**src/design/hpe_pkg.sv**
```systemverilog
// Shared types, constants and helper functions for the hyperbolic positional encoder.
package hpe_pkg;

   localparam int MAX_DIM   = 4096;
   localparam int DIM_W     = 13;
   localparam int LOGB_W    = 28;
   localparam int NUM_W     = 48;
   localparam int DIV_STG   = NUM_W;
   localparam int SPLIT_STG = 6;
   localparam int SA_STG    = 31;

   localparam logic [DIM_W-1:0]  DIM_RESET  = 13'd64;
   localparam logic [LOGB_W-1:0] LOGB_RESET = 28'd154523870;

   // ln 2 in Q0.32 and other Q.32-scaled fixed-point constants
   localparam logic [31:0] LN2_Q32   = 32'd2977044472;
   localparam logic [33:0] ONE_Q32   = 34'h1_0000_0000;
   localparam logic [37:0] BIG_LIMIT = 38'd187553801736;   // 63 * ln 2
   localparam logic [35:0] RAP_MAX   = 36'hF_0000_0000;     // 15.0

   typedef enum logic [1:0] {
      CSR_DIM  = 2'd0,
      CSR_LOGB = 2'd1
   } csr_idx_type;

   typedef struct packed {
      logic [10:0]        pair_index;
      logic [19:0]        token_position;
      logic signed [31:0] even_element;
      logic signed [31:0] odd_element;
   } req_type;

   typedef struct packed {
      logic signed [63:0] boosted_even;
      logic signed [63:0] boosted_odd;
   } rsp_type;

   // data that rides along the arithmetic pipeline
   typedef struct packed {
      logic               trailing;
      logic signed [31:0] even;
      logic signed [31:0] odd;
      logic [19:0]        tpos;
   } side_type;

   typedef struct packed {
      logic [NUM_W-1:0] num;
      logic [DIM_W-1:0] dim;
      side_type         side;
   } qent_type;

   typedef struct packed {
      logic [1:0] count;
      logic       full;
      logic       push;
   } fs_type;

   typedef struct packed {
      logic [DIM_W-1:0] rem;
      logic [NUM_W-1:0] quo;
      logic [NUM_W-1:0] num;
      logic [DIM_W-1:0] dim;
   } dv_type;

   typedef struct packed {
      logic        big;
      logic        zero;
      logic [5:0]  n;
      logic [37:0] rem;
   } spl_type;

   typedef struct packed {
      logic        big;
      logic        zero;
      logic [5:0]  n;
      logic [31:0] xu;
      logic [31:0] xd;
      logic [33:0] yu;
      logic [33:0] yd;
   } sa_type;

   typedef struct packed {
      logic        big;
      logic        zero;
      logic [5:0]  n;
      logic [33:0] yu;
      logic [33:0] yd;
   } eo_type;

   // long division, only used to build constants
   function automatic logic [63:0] cdiv(input logic [63:0] a, input logic [63:0] b);
      logic [63:0] q;
      logic [64:0] r;
      q = '0;
      r = '0;
      for (int i = 63; i >= 0; i--) begin
         r = {r[63:0], a[i]};
         if (r >= {1'b0, b}) begin
            r    = r - {1'b0, b};
            q[i] = 1'b1;
         end
      end
      return q;
   endfunction

   // ln(1 + 2^-i) in Q0.32 from its alternating series in Q.62
   function automatic logic [31:0] ln_rom(input int i);
      logic [63:0] acc;
      logic [63:0] term;
      acc = '0;
      for (int j = 1; j < 62; j++) begin
         if (i * j < 62) begin
            term = cdiv(64'd1 << (62 - i * j), 64'(j));
            if (j[0]) acc = acc + term;
            else      acc = acc - term;
         end
      end
      return 32'((acc + (64'd1 << 29)) >> 30);
   endfunction

   // one quotient bit of the restoring divider
   function automatic dv_type div_step(input dv_type s);
      dv_type      o;
      logic [13:0] t;
      o     = s;
      t     = {s.rem, s.num[NUM_W-1]};
      o.num = {s.num[NUM_W-2:0], 1'b0};
      if (t >= {1'b0, s.dim}) begin
         o.rem = 13'(t - {1'b0, s.dim});
         o.quo = {s.quo[NUM_W-2:0], 1'b1};
      end else begin
         o.rem = t[12:0];
         o.quo = {s.quo[NUM_W-2:0], 1'b0};
      end
      return o;
   endfunction

   // one bit of n = floor(v / ln2)
   function automatic spl_type split_step(input spl_type s, input logic [37:0] lim,
                                          input logic [5:0] mask);
      spl_type o;
      o = s;
      if (s.rem >= lim) begin
         o.rem = s.rem - lim;
         o.n   = s.n | mask;
      end
      return o;
   endfunction

   // one shift-and-add step of exp on both arguments
   function automatic sa_type sa_step(input sa_type s, input logic [31:0] k, input int sh);
      sa_type o;
      o = s;
      if (s.xu >= k) begin
         o.xu = s.xu - k;
         o.yu = s.yu + (s.yu >> sh);
      end
      if (s.xd >= k) begin
         o.xd = s.xd - k;
         o.yd = s.yd + (s.yd >> sh);
      end
      return o;
   endfunction

endpackage

```
**src/design/hpe_front.sv**
```systemverilog
// Front end: request capture, register file, classification and the hand-off queue.
module hpe_front (
   input  logic              clock,
   input  logic              reset,
   input  logic              start,
   output logic              busy,
   input  hpe_pkg::req_type  req_data,
   input  logic              csr_we,
   input  logic [1:0]        csr_index,
   input  logic [27:0]       csr_wdata,
   input  logic              pop,
   output logic              q_valid,
   output hpe_pkg::qent_type q_head,
   output hpe_pkg::fs_type   sts
);
   import hpe_pkg::*;

   logic [DIM_W-1:0]  dim_ff, dim_in;
   logic [LOGB_W-1:0] logb_ff, logb_in;
   logic              fr_v_ff;
   req_type           fr_ff;
   logic [DIM_W-1:0]  frdim_ff, frdim_in;
   qent_type          ent_ff [0:1];
   qent_type          new_ent;
   logic              wp_ff, rp_ff;
   logic [1:0]        cnt_ff, cnt_in;
   logic              accept, push, do_pop;
   logic [39:0]       prod;

   // register writes
   always_comb begin
      dim_in  = dim_ff;
      logb_in = logb_ff;
      if (csr_we) begin
         case (csr_idx_type'(csr_index))
            CSR_DIM:  dim_in  = csr_wdata[DIM_W-1:0];
            CSR_LOGB: logb_in = csr_wdata[LOGB_W-1:0];
            default:  ;
         endcase
      end
   end

   // dimension clamped to the legal range
   always_comb begin
      if (dim_ff < 13'd2)
         frdim_in = 13'd2;
      else if (dim_ff > 13'(MAX_DIM))
         frdim_in = 13'(MAX_DIM);
      else
         frdim_in = dim_ff;
   end

   assign busy   = (cnt_ff == 2'd2);
   assign accept = start && !busy;

   // classify and form the exponent numerator 2k * ln(base) << 8
   always_comb begin
      prod                = {28'b0, fr_ff.pair_index, 1'b0} * {12'b0, logb_ff};
      new_ent.num         = {prod, 8'b0};
      new_ent.dim         = frdim_ff;
      new_ent.side.trailing = frdim_ff[0] && (12'(fr_ff.pair_index) == frdim_ff[12:1]);
      new_ent.side.even   = fr_ff.even_element;
      new_ent.side.odd    = fr_ff.odd_element;
      new_ent.side.tpos   = fr_ff.token_position;
   end

   assign push    = fr_v_ff;
   assign q_valid = (cnt_ff != 2'd0);
   assign do_pop  = pop && q_valid;
   assign q_head  = ent_ff[rp_ff];
   assign cnt_in  = cnt_ff + {1'b0, push} - {1'b0, do_pop};

   assign sts.count = cnt_ff;
   assign sts.full  = busy;
   assign sts.push  = push;

   always_ff @(posedge clock) begin
      if (reset) begin
         dim_ff  <= DIM_RESET;
         logb_ff <= LOGB_RESET;
         fr_v_ff <= 1'b0;
         wp_ff   <= 1'b0;
         rp_ff   <= 1'b0;
         cnt_ff  <= 2'd0;
      end else begin
         dim_ff  <= dim_in;
         logb_ff <= logb_in;
         fr_v_ff <= accept;
         cnt_ff  <= cnt_in;
         if (push)   wp_ff <= ~wp_ff;
         if (do_pop) rp_ff <= ~rp_ff;
      end
   end

   // payload capture
   always_ff @(posedge clock) begin
      if (accept) begin
         fr_ff    <= req_data;
         frdim_ff <= frdim_in;
      end
      if (push)
         ent_ff[wp_ff] <= new_ent;
   end

endmodule

```
**config.mk**
```make
export PLATFORM = sky130hd
export DESIGN_NAME = hpe_front
export DESIGN_NICKNAME = d
export VERILOG_FILES = /design/src/design/hpe_pkg.sv /design/src/design/hpe_front.sv
export SDC_FILE = /design/constraint.sdc
export NUM_CORES = 1
export LEC_CHECK = 0
export BUFFER_PORTS_ARGS = -buffer_cell sky130_fd_sc_hd__buf_2
export CORE_ASPECT_RATIO = 1.2
export CORE_MARGIN = 3
export CORE_UTILIZATION = 54
export DETAILED_ROUTE_END_ITERATION = 8
export GPL_ROUTABILITY_DRIVEN = 0
export PLACE_DENSITY_LB_ADDON = 0.2
export RECOVER_POWER = 25
export SYNTH_ARGS = -nofsm -noshare
export SYNTH_HDL_FRONTEND = slang
export SYNTH_SLANG_ARGS = --single-unit
```
**constraint.sdc**
```tcl
create_clock -name clock -period 7.29 [get_ports clock]
set_input_delay 0.3645 -clock clock [delete_from_list [all_inputs] [get_ports clock]]
set_output_delay 0.3645 -clock clock [all_outputs]
set_load 0.005 [all_outputs]
```
==> impl_metrics.csv, run 1 <==
group,metric,value,unit
floorplan,die-area,48800,um^2
timing,final.setup.tns,0,ns
setup_path,arrival,6.72,ns
yosys,synth_cell_types,74,
timing,hold_viol,0,
timing,timing.fmax,156,MHz
clock_network,numCtsBuffers,41,
global_route,grt_first_pass_wirelength,91400,um
setup_path,startpoint_type,"flop",
finish,area_growth,16.2,%
routing,postRouteAntennaNets,0,
clock_network,tritoncts,"built",
yosys,syn-instance-count,1933,
floorplan,ios,282,
routing,viasPerCell,5.42,
setup_path,cpMostUsedCell,"fa_1",
setup_path,cp_num_buf_inv,3,
timing,setup_viol,0,
job,cap_viol_max_count,0,
timing,period_needed,6.41,ns
global_route,antenna_found_initial,2,
clock_network,clkSinkCount,429,
floorplan,die_x,202,um
yosys,ys_top_cells_by_area,"edfxtp_1, fa_1, mux2_2",
clock_network,root_buffer,"clkbuf_16",
yosys,yosysTopAreaCellShare,46.0,%
clock_network,post_cts_resize_count,0,
timing,worst_pin_slew,1.28,ns
hold_path,min_path_cells,3,
place,hpwl,40900,um
setup_path,worstPathCellList,"nand2_1 > fa_1 > inv_1 > fa_1 > fa_1 > fa_1 > inv_1 > fa_1 > inv_1 > ha_1 > nand4_2 > nor4_4 > nand2_1 > a21oi_2 > o211ai_1 > o31ai_1 > a21oi_1 > xnor2_1",
setup_path,cp_data_required_time,7.59,ns
routing,vias,15672,
global_route,grt_usage,24.0,%
floorplan,coreArea,45200,um^2
setup_path,reg2reg_depth,18,
setup_path,max_stage_delay,1.11,ns
timing,drv_slew,0,
setup_path,cp_num_cells,18,
routing,wl_per_cell,20.0,um
floorplan,num_rows,85,
place,numPortBuffers,272,
finish,nets,2692,
hold_path,hp-class,"input pin to flop",
yosys,ys_warn_count,0,
floorplan,fp.dieH,241,um
timing,skew,0.0186,ns
routing,dr.pass1.iters,7,
timing,slew_headroom,14.7,%
routing,detail_route.wirelength,57800,um
routing,dr.first_iter.drc_count,1066,
setup_path,crit_fanout,29,
global_route,grt_max_degree,116,
routing,drc,0,
yosys,ys.flop_type,"edfxtp_1",
clock_network,htree_levels,2,
yosys,synth.most_common_cell,"edfxtp_1",
global_route,overflow,0,
yosys,ys_seq_elements,429,
setup_path,crit_family,"adder cells",
setup_path,end_kind,"flop",
floorplan,initial_core_util,55.2,%
yosys,synthArstFlopShare,0,%
yosys,synth_commonest_cells,"edfxtp_1, nand2_1, fa_1",
clock_network,cts_max_path_buffers,3,
clock_network,clk-insertion-delay-late,0.56,ns
setup_path,crit_type,"flop to flop",
yosys,synth_edf_count,382,
setup_path,critPathSlowestCell,"edfxtp_1",
yosys,syn_area,24900,um^2
timing,rsz0062_at_grt,"no",
global_route,grt_pass1_vias,16555,
timing,fin_crit_sh,88.0,%
yosys,syn-mean-instance-area,12.9,um^2
yosys,synth_area_leader_cell,"edfxtp_1",
finish,nFillCells,3419,
clock_network,clk_transition_reported_paths,0.07,ns
yosys,ys_seq_area_share,49.8,%
finish,drive_gt1_share,22.4,%
outcome,status,"completed",
-- tightest hold or removal path, cell delays in order --
cell      delay [ns]
buf_2           0.08
nand2_1         0.04
nand3b_1        0.07
-- cells in the final DEF (no fill, tap or decap), types with 10 or more instances in the layout --
cell type,instances
dlygate4sd3_1,97
fa_1,233
nor2_1,28
mux2_2,137
clkbuf_1,13
clkbuf_16,42
nor2b_1,14
nand3_1,12
o21ai_0,10
buf_2,262
and2_1,120
a21oi_1,56
clkinv_1,11
a21o_1,14
edfxtp_1,382
nand3b_1,20
xor2_1,12
ha_1,79
xnor2_1,36
nand2_1,293
inv_1,223
dfxtp_1,46
-- what timing repair did --
item,4_1_cts,5_1_grt
hold endpoints to repair,97,0
hold buffers,97,0
buffers inserted,0,0
setup endpoints to repair,0,0
-- cells by family (layout without fill, tap and decap cells) --
group,Yosys count,in the layout,share of synthesized area [%]
AOI/OAI and AO/OA,134,134,3.73
buffers and inverters,336,677,5.44
xor gates and xnor gates,48,48,1.69
DFF,429,429,49.8
muxes,137,137,6.19
other,1,11,0.0150
and+or+nand+nor,536,536,10.5
adders and majority gates,312,312,22.7
-- through the flow --
step	setup WS [ns]	instances	hold slack [ns]	cell area, um^2	utilization, %
4_1_cts	0.936	2891	0.00189	29000	64.1
5_1_grt	0.553	2893	0.0292	29000	64.1
2_1_floorplan	0.231	1941	0.421	25000	-
6_report	0.876	2893	0.0336	29000	64.1
3_3_place_gp	1.02	2719	0.422	26700	59.0
3_5_place_dp	0.950	2719	0.429	26700	59.0
-- path summary, 6_finish.rpt --
path                 start             end  slack (ns)
max              fr_ff[89]  ent_ff[1][136]        0.88
min          csr_wdata[20]     logb_ff[20]        0.03
max reg2reg      fr_ff[89]  ent_ff[1][136]        0.88
min reg2reg      fr_ff[65]    ent_ff[0][1]        0.43
-- routing by layer --
metal  GRT usage [%]  vias up  routed length, um
met3            4.23      109               4210
li1                -     7021                  -
met5               0        -                  0
met2            40.2      630              27900
met4            7.79        0               1740
met1            32.4     7912              24000
-- final cells by class --
type                       instances  area, um^2  share of cell area [%]
antenna                            2        5.00                  0.0173
clock buffer                      45        1060                    3.67
clock inverter                    30         278                   0.958
inverter                         223         837                    2.89
multi-input combinational       1176       11200                    38.7
sequential                       429       12400                    42.8
tap                              609         762                    2.63
timing repair buffer             379        2410                    8.31
-- flip-flops by register name, indices dropped and copies added, names as in the netlist, named ones only --
register,count
logb_ff,28
fr_v_ff,1
frdim_ff,13
ent_ff,274
cnt_ff,2
rp_ff,1
fr_ff,95
dim_ff,13
wp_ff,1
Power of run 1 is not shown: default switching activity piles up to over one toggle a cycle in this logic, so the estimate is an artifact.
==> run 2, diff against run 1 <==
==> constraint.sdc (replaced) <==
create_clock -name clock -period 7.29 [get_ports clock]
set_input_delay 2.187 -clock clock [delete_from_list [all_inputs] [get_ports clock]]
set_output_delay 2.187 -clock clock [all_outputs]
set_load 0.005 [all_outputs]
==> run 2 against run 1 <==
Net effect: the flow now finishes with violations (capacitance limit, slew limit); first-iteration DRC count shrank 7.5%; worst setup slack gained 0.023 ns; clock skew grew 0.0048 ns; global-route usage shrank 0.93 points; die area is the same; cell area shrank 3.3%; non-clock buffer count shrank 95; utilization shrank 2.1 points; critical path depth is the same; worst hold slack gained 0.41 ns; wire length shrank 2.6%; clock-buffer cell count grew 8.
==> impl_metrics.csv, run 2 (synthesized netlist as in run 1, its figures left out) <==
group,metric,value,unit
outcome,status,"finished with violations",
outcome,violations,"capacitance limit, slew limit",
global_route,grt_first_pass_wirelength,88100,um
setup_path,cpMostUsedCell,"fa_1",
timing,rsz0062_at_grt,"no",
floorplan,coreArea,45200,um^2
routing,viasPerCell,5.43,
setup_path,reg2reg_depth,18,
place,numPortBuffers,272,
finish,nets,2598,
clock_network,tritoncts,"built",
routing,wl_per_cell,20.2,um
clock_network,post_cts_resize_count,0,
routing,dr.pass1.iters,5,
clock_network,htree_levels,2,
place,hpwl,40900,um
finish,largestRegisters,"ent_ff: 274 flops, fr_ff: 95 flops, logb_ff: 28 flops",
timing,setup_viol,0,
finish,final_common_cell,"edfxtp_1",
setup_path,startpoint_type,"flop",
global_route,grt_pass1_vias,15682,
timing,slew_headroom,-230,%
floorplan,fp.dieH,241,um
finish,top_register,"ent_ff",
clock_network,numCtsBuffers,42,
finish,final_cell_mix,"edfxtp_1, nand2_1, buf_2",
floorplan,num_rows,85,
hold_path,min_path_cells,0,
setup_path,crit_type,"flop to flop",
floorplan,initial_core_util,55.2,%
clock_network,root_buffer,"clkbuf_16",
job,cap_viol_max_count,2,
timing,final.setup.tns,0,ns
timing,skew,0.0234,ns
setup_path,worstPathCellList,"nand2_1 > fa_1 > inv_1 > fa_1 > fa_1 > fa_1 > inv_1 > fa_1 > inv_1 > ha_1 > a21oi_1 > o311ai_1 > o21ai_1 > nand3_1 > o211ai_1 > nor2b_4 > o21ai_1 > a211oi_2",
timing,timing.fmax,156,MHz
timing,period_needed,6.39,ns
finish,drive_gt1_share,23.7,%
setup_path,end_kind,"flop",
routing,postRouteAntennaNets,0,
routing,detail_route.wirelength,56400,um
setup_path,critPathSlowestCell,"edfxtp_1",
routing,drc,0,
global_route,antenna_found_initial,2,
finish,n_antenna_cell,0,
global_route,grt_max_degree,113,
floorplan,ios,282,
floorplan,die_x,202,um
finish,largest_reg_flops,274,
clock_network,hold_buffers,0,
clock_network,clkSinkCount,429,
clock_network,cts_max_path_buffers,3,
clock_network,clk-insertion-delay-late,0.57,ns
timing,worst_pin_slew,4.96,ns
finish,area_growth,12.4,%
setup_path,arrival,6.77,ns
floorplan,die-area,48800,um^2
global_route,grt_usage,23.1,%
clock_network,clk_transition_reported_paths,0.06,ns
global_route,overflow,0,
timing,drv_slew,99,
timing,hold_viol,0,
clock_network,cts_setup_buffers,0,
routing,vias,15180,
routing,dr.first_iter.drc_count,986,
hold_path,hp-class,"flop to flop",
setup_path,cp_data_required_time,7.67,ns
setup_path,max_stage_delay,1.08,ns
setup_path,crit_fanout,29,
timing,fin_crit_sh,87.7,%
## run 2: cell types whose count changed in the layout (fill, tap and decap cells not counted), sizes merged
| cell | before | now |
|---|---|---|
| buf | 272 | 284 |
| bufinv | 4 | 2 |
| clkbuf | 55 | 53 |
| clkinv | 22 | 18 |
| diode | 2 | 0 |
| dlygate4sd3 | 97 | 0 |
| inv | 225 | 223 |
## run 2: per-layer routing
layer / vias up / share of wire (%) / GRT usage (%)
met4: 4 / 2.7 / 6.78
met5: - / 0.055 / 0
met2: 587 / 47 / 38.1
li1: 6823 / - / -
met1: 7657 / 42 / 31.3
met3: 109 / 8.0 / 5.04
## run 2: cell type report
cell class,count,area (um^2)
clock buffers,53,1120
clock inverters,22,201
fillers,3481,17200
inverters,223,837
multi-input cells,1176,11200
flip-flops and latches,429,12400
well taps,609,762
repair buffers,284,1480
## run 2: worst paths after layout
| check | endpoint | from | slack, ns |
|---|---|---|---|
| worst min register to register | ent_ff[1][60] | fr_ff[40] | 0.44 |
| worst max register to register | ent_ff[0][134] | fr_ff[89] | 0.90 |
| worst min-delay path | ent_ff[1][60] | fr_ff[40] | 0.44 |
| worst max-delay path | ent_ff[0][134] | fr_ff[89] | 0.90 |
## run 2: stage by stage
step / hold WS (ns) / instances / worst slack [ns] / area (um^2) / util, %
after floorplan: 0.421 / 1941 / 0.231 / 25000 / -
after global placement: 0.422 / 2721 / 1.13 / 26700 / 59.1
after detailed placement: 0.429 / 2721 / 1.04 / 26700 / 59.1
after CTS: 0.442 / 2796 / 1.02 / 28000 / 62.0
after global routing: 0.447 / 2796 / 0.602 / 28000 / 62.0
final: 0.441 / 2796 / 0.898 / 28000 / 62.0
## run 2: worst max-delay path, delay by kind of cell (launching register included)
kind | cells | cell delay [ns]
compound gates | 6 | 1.49
fa+ha+maj | 6 | 2.92
buf+inv | 3 | 0.15
flops | 1 | 1.08
simple gates | 3 | 0.56
Power of run 2 is left out for the same reason.
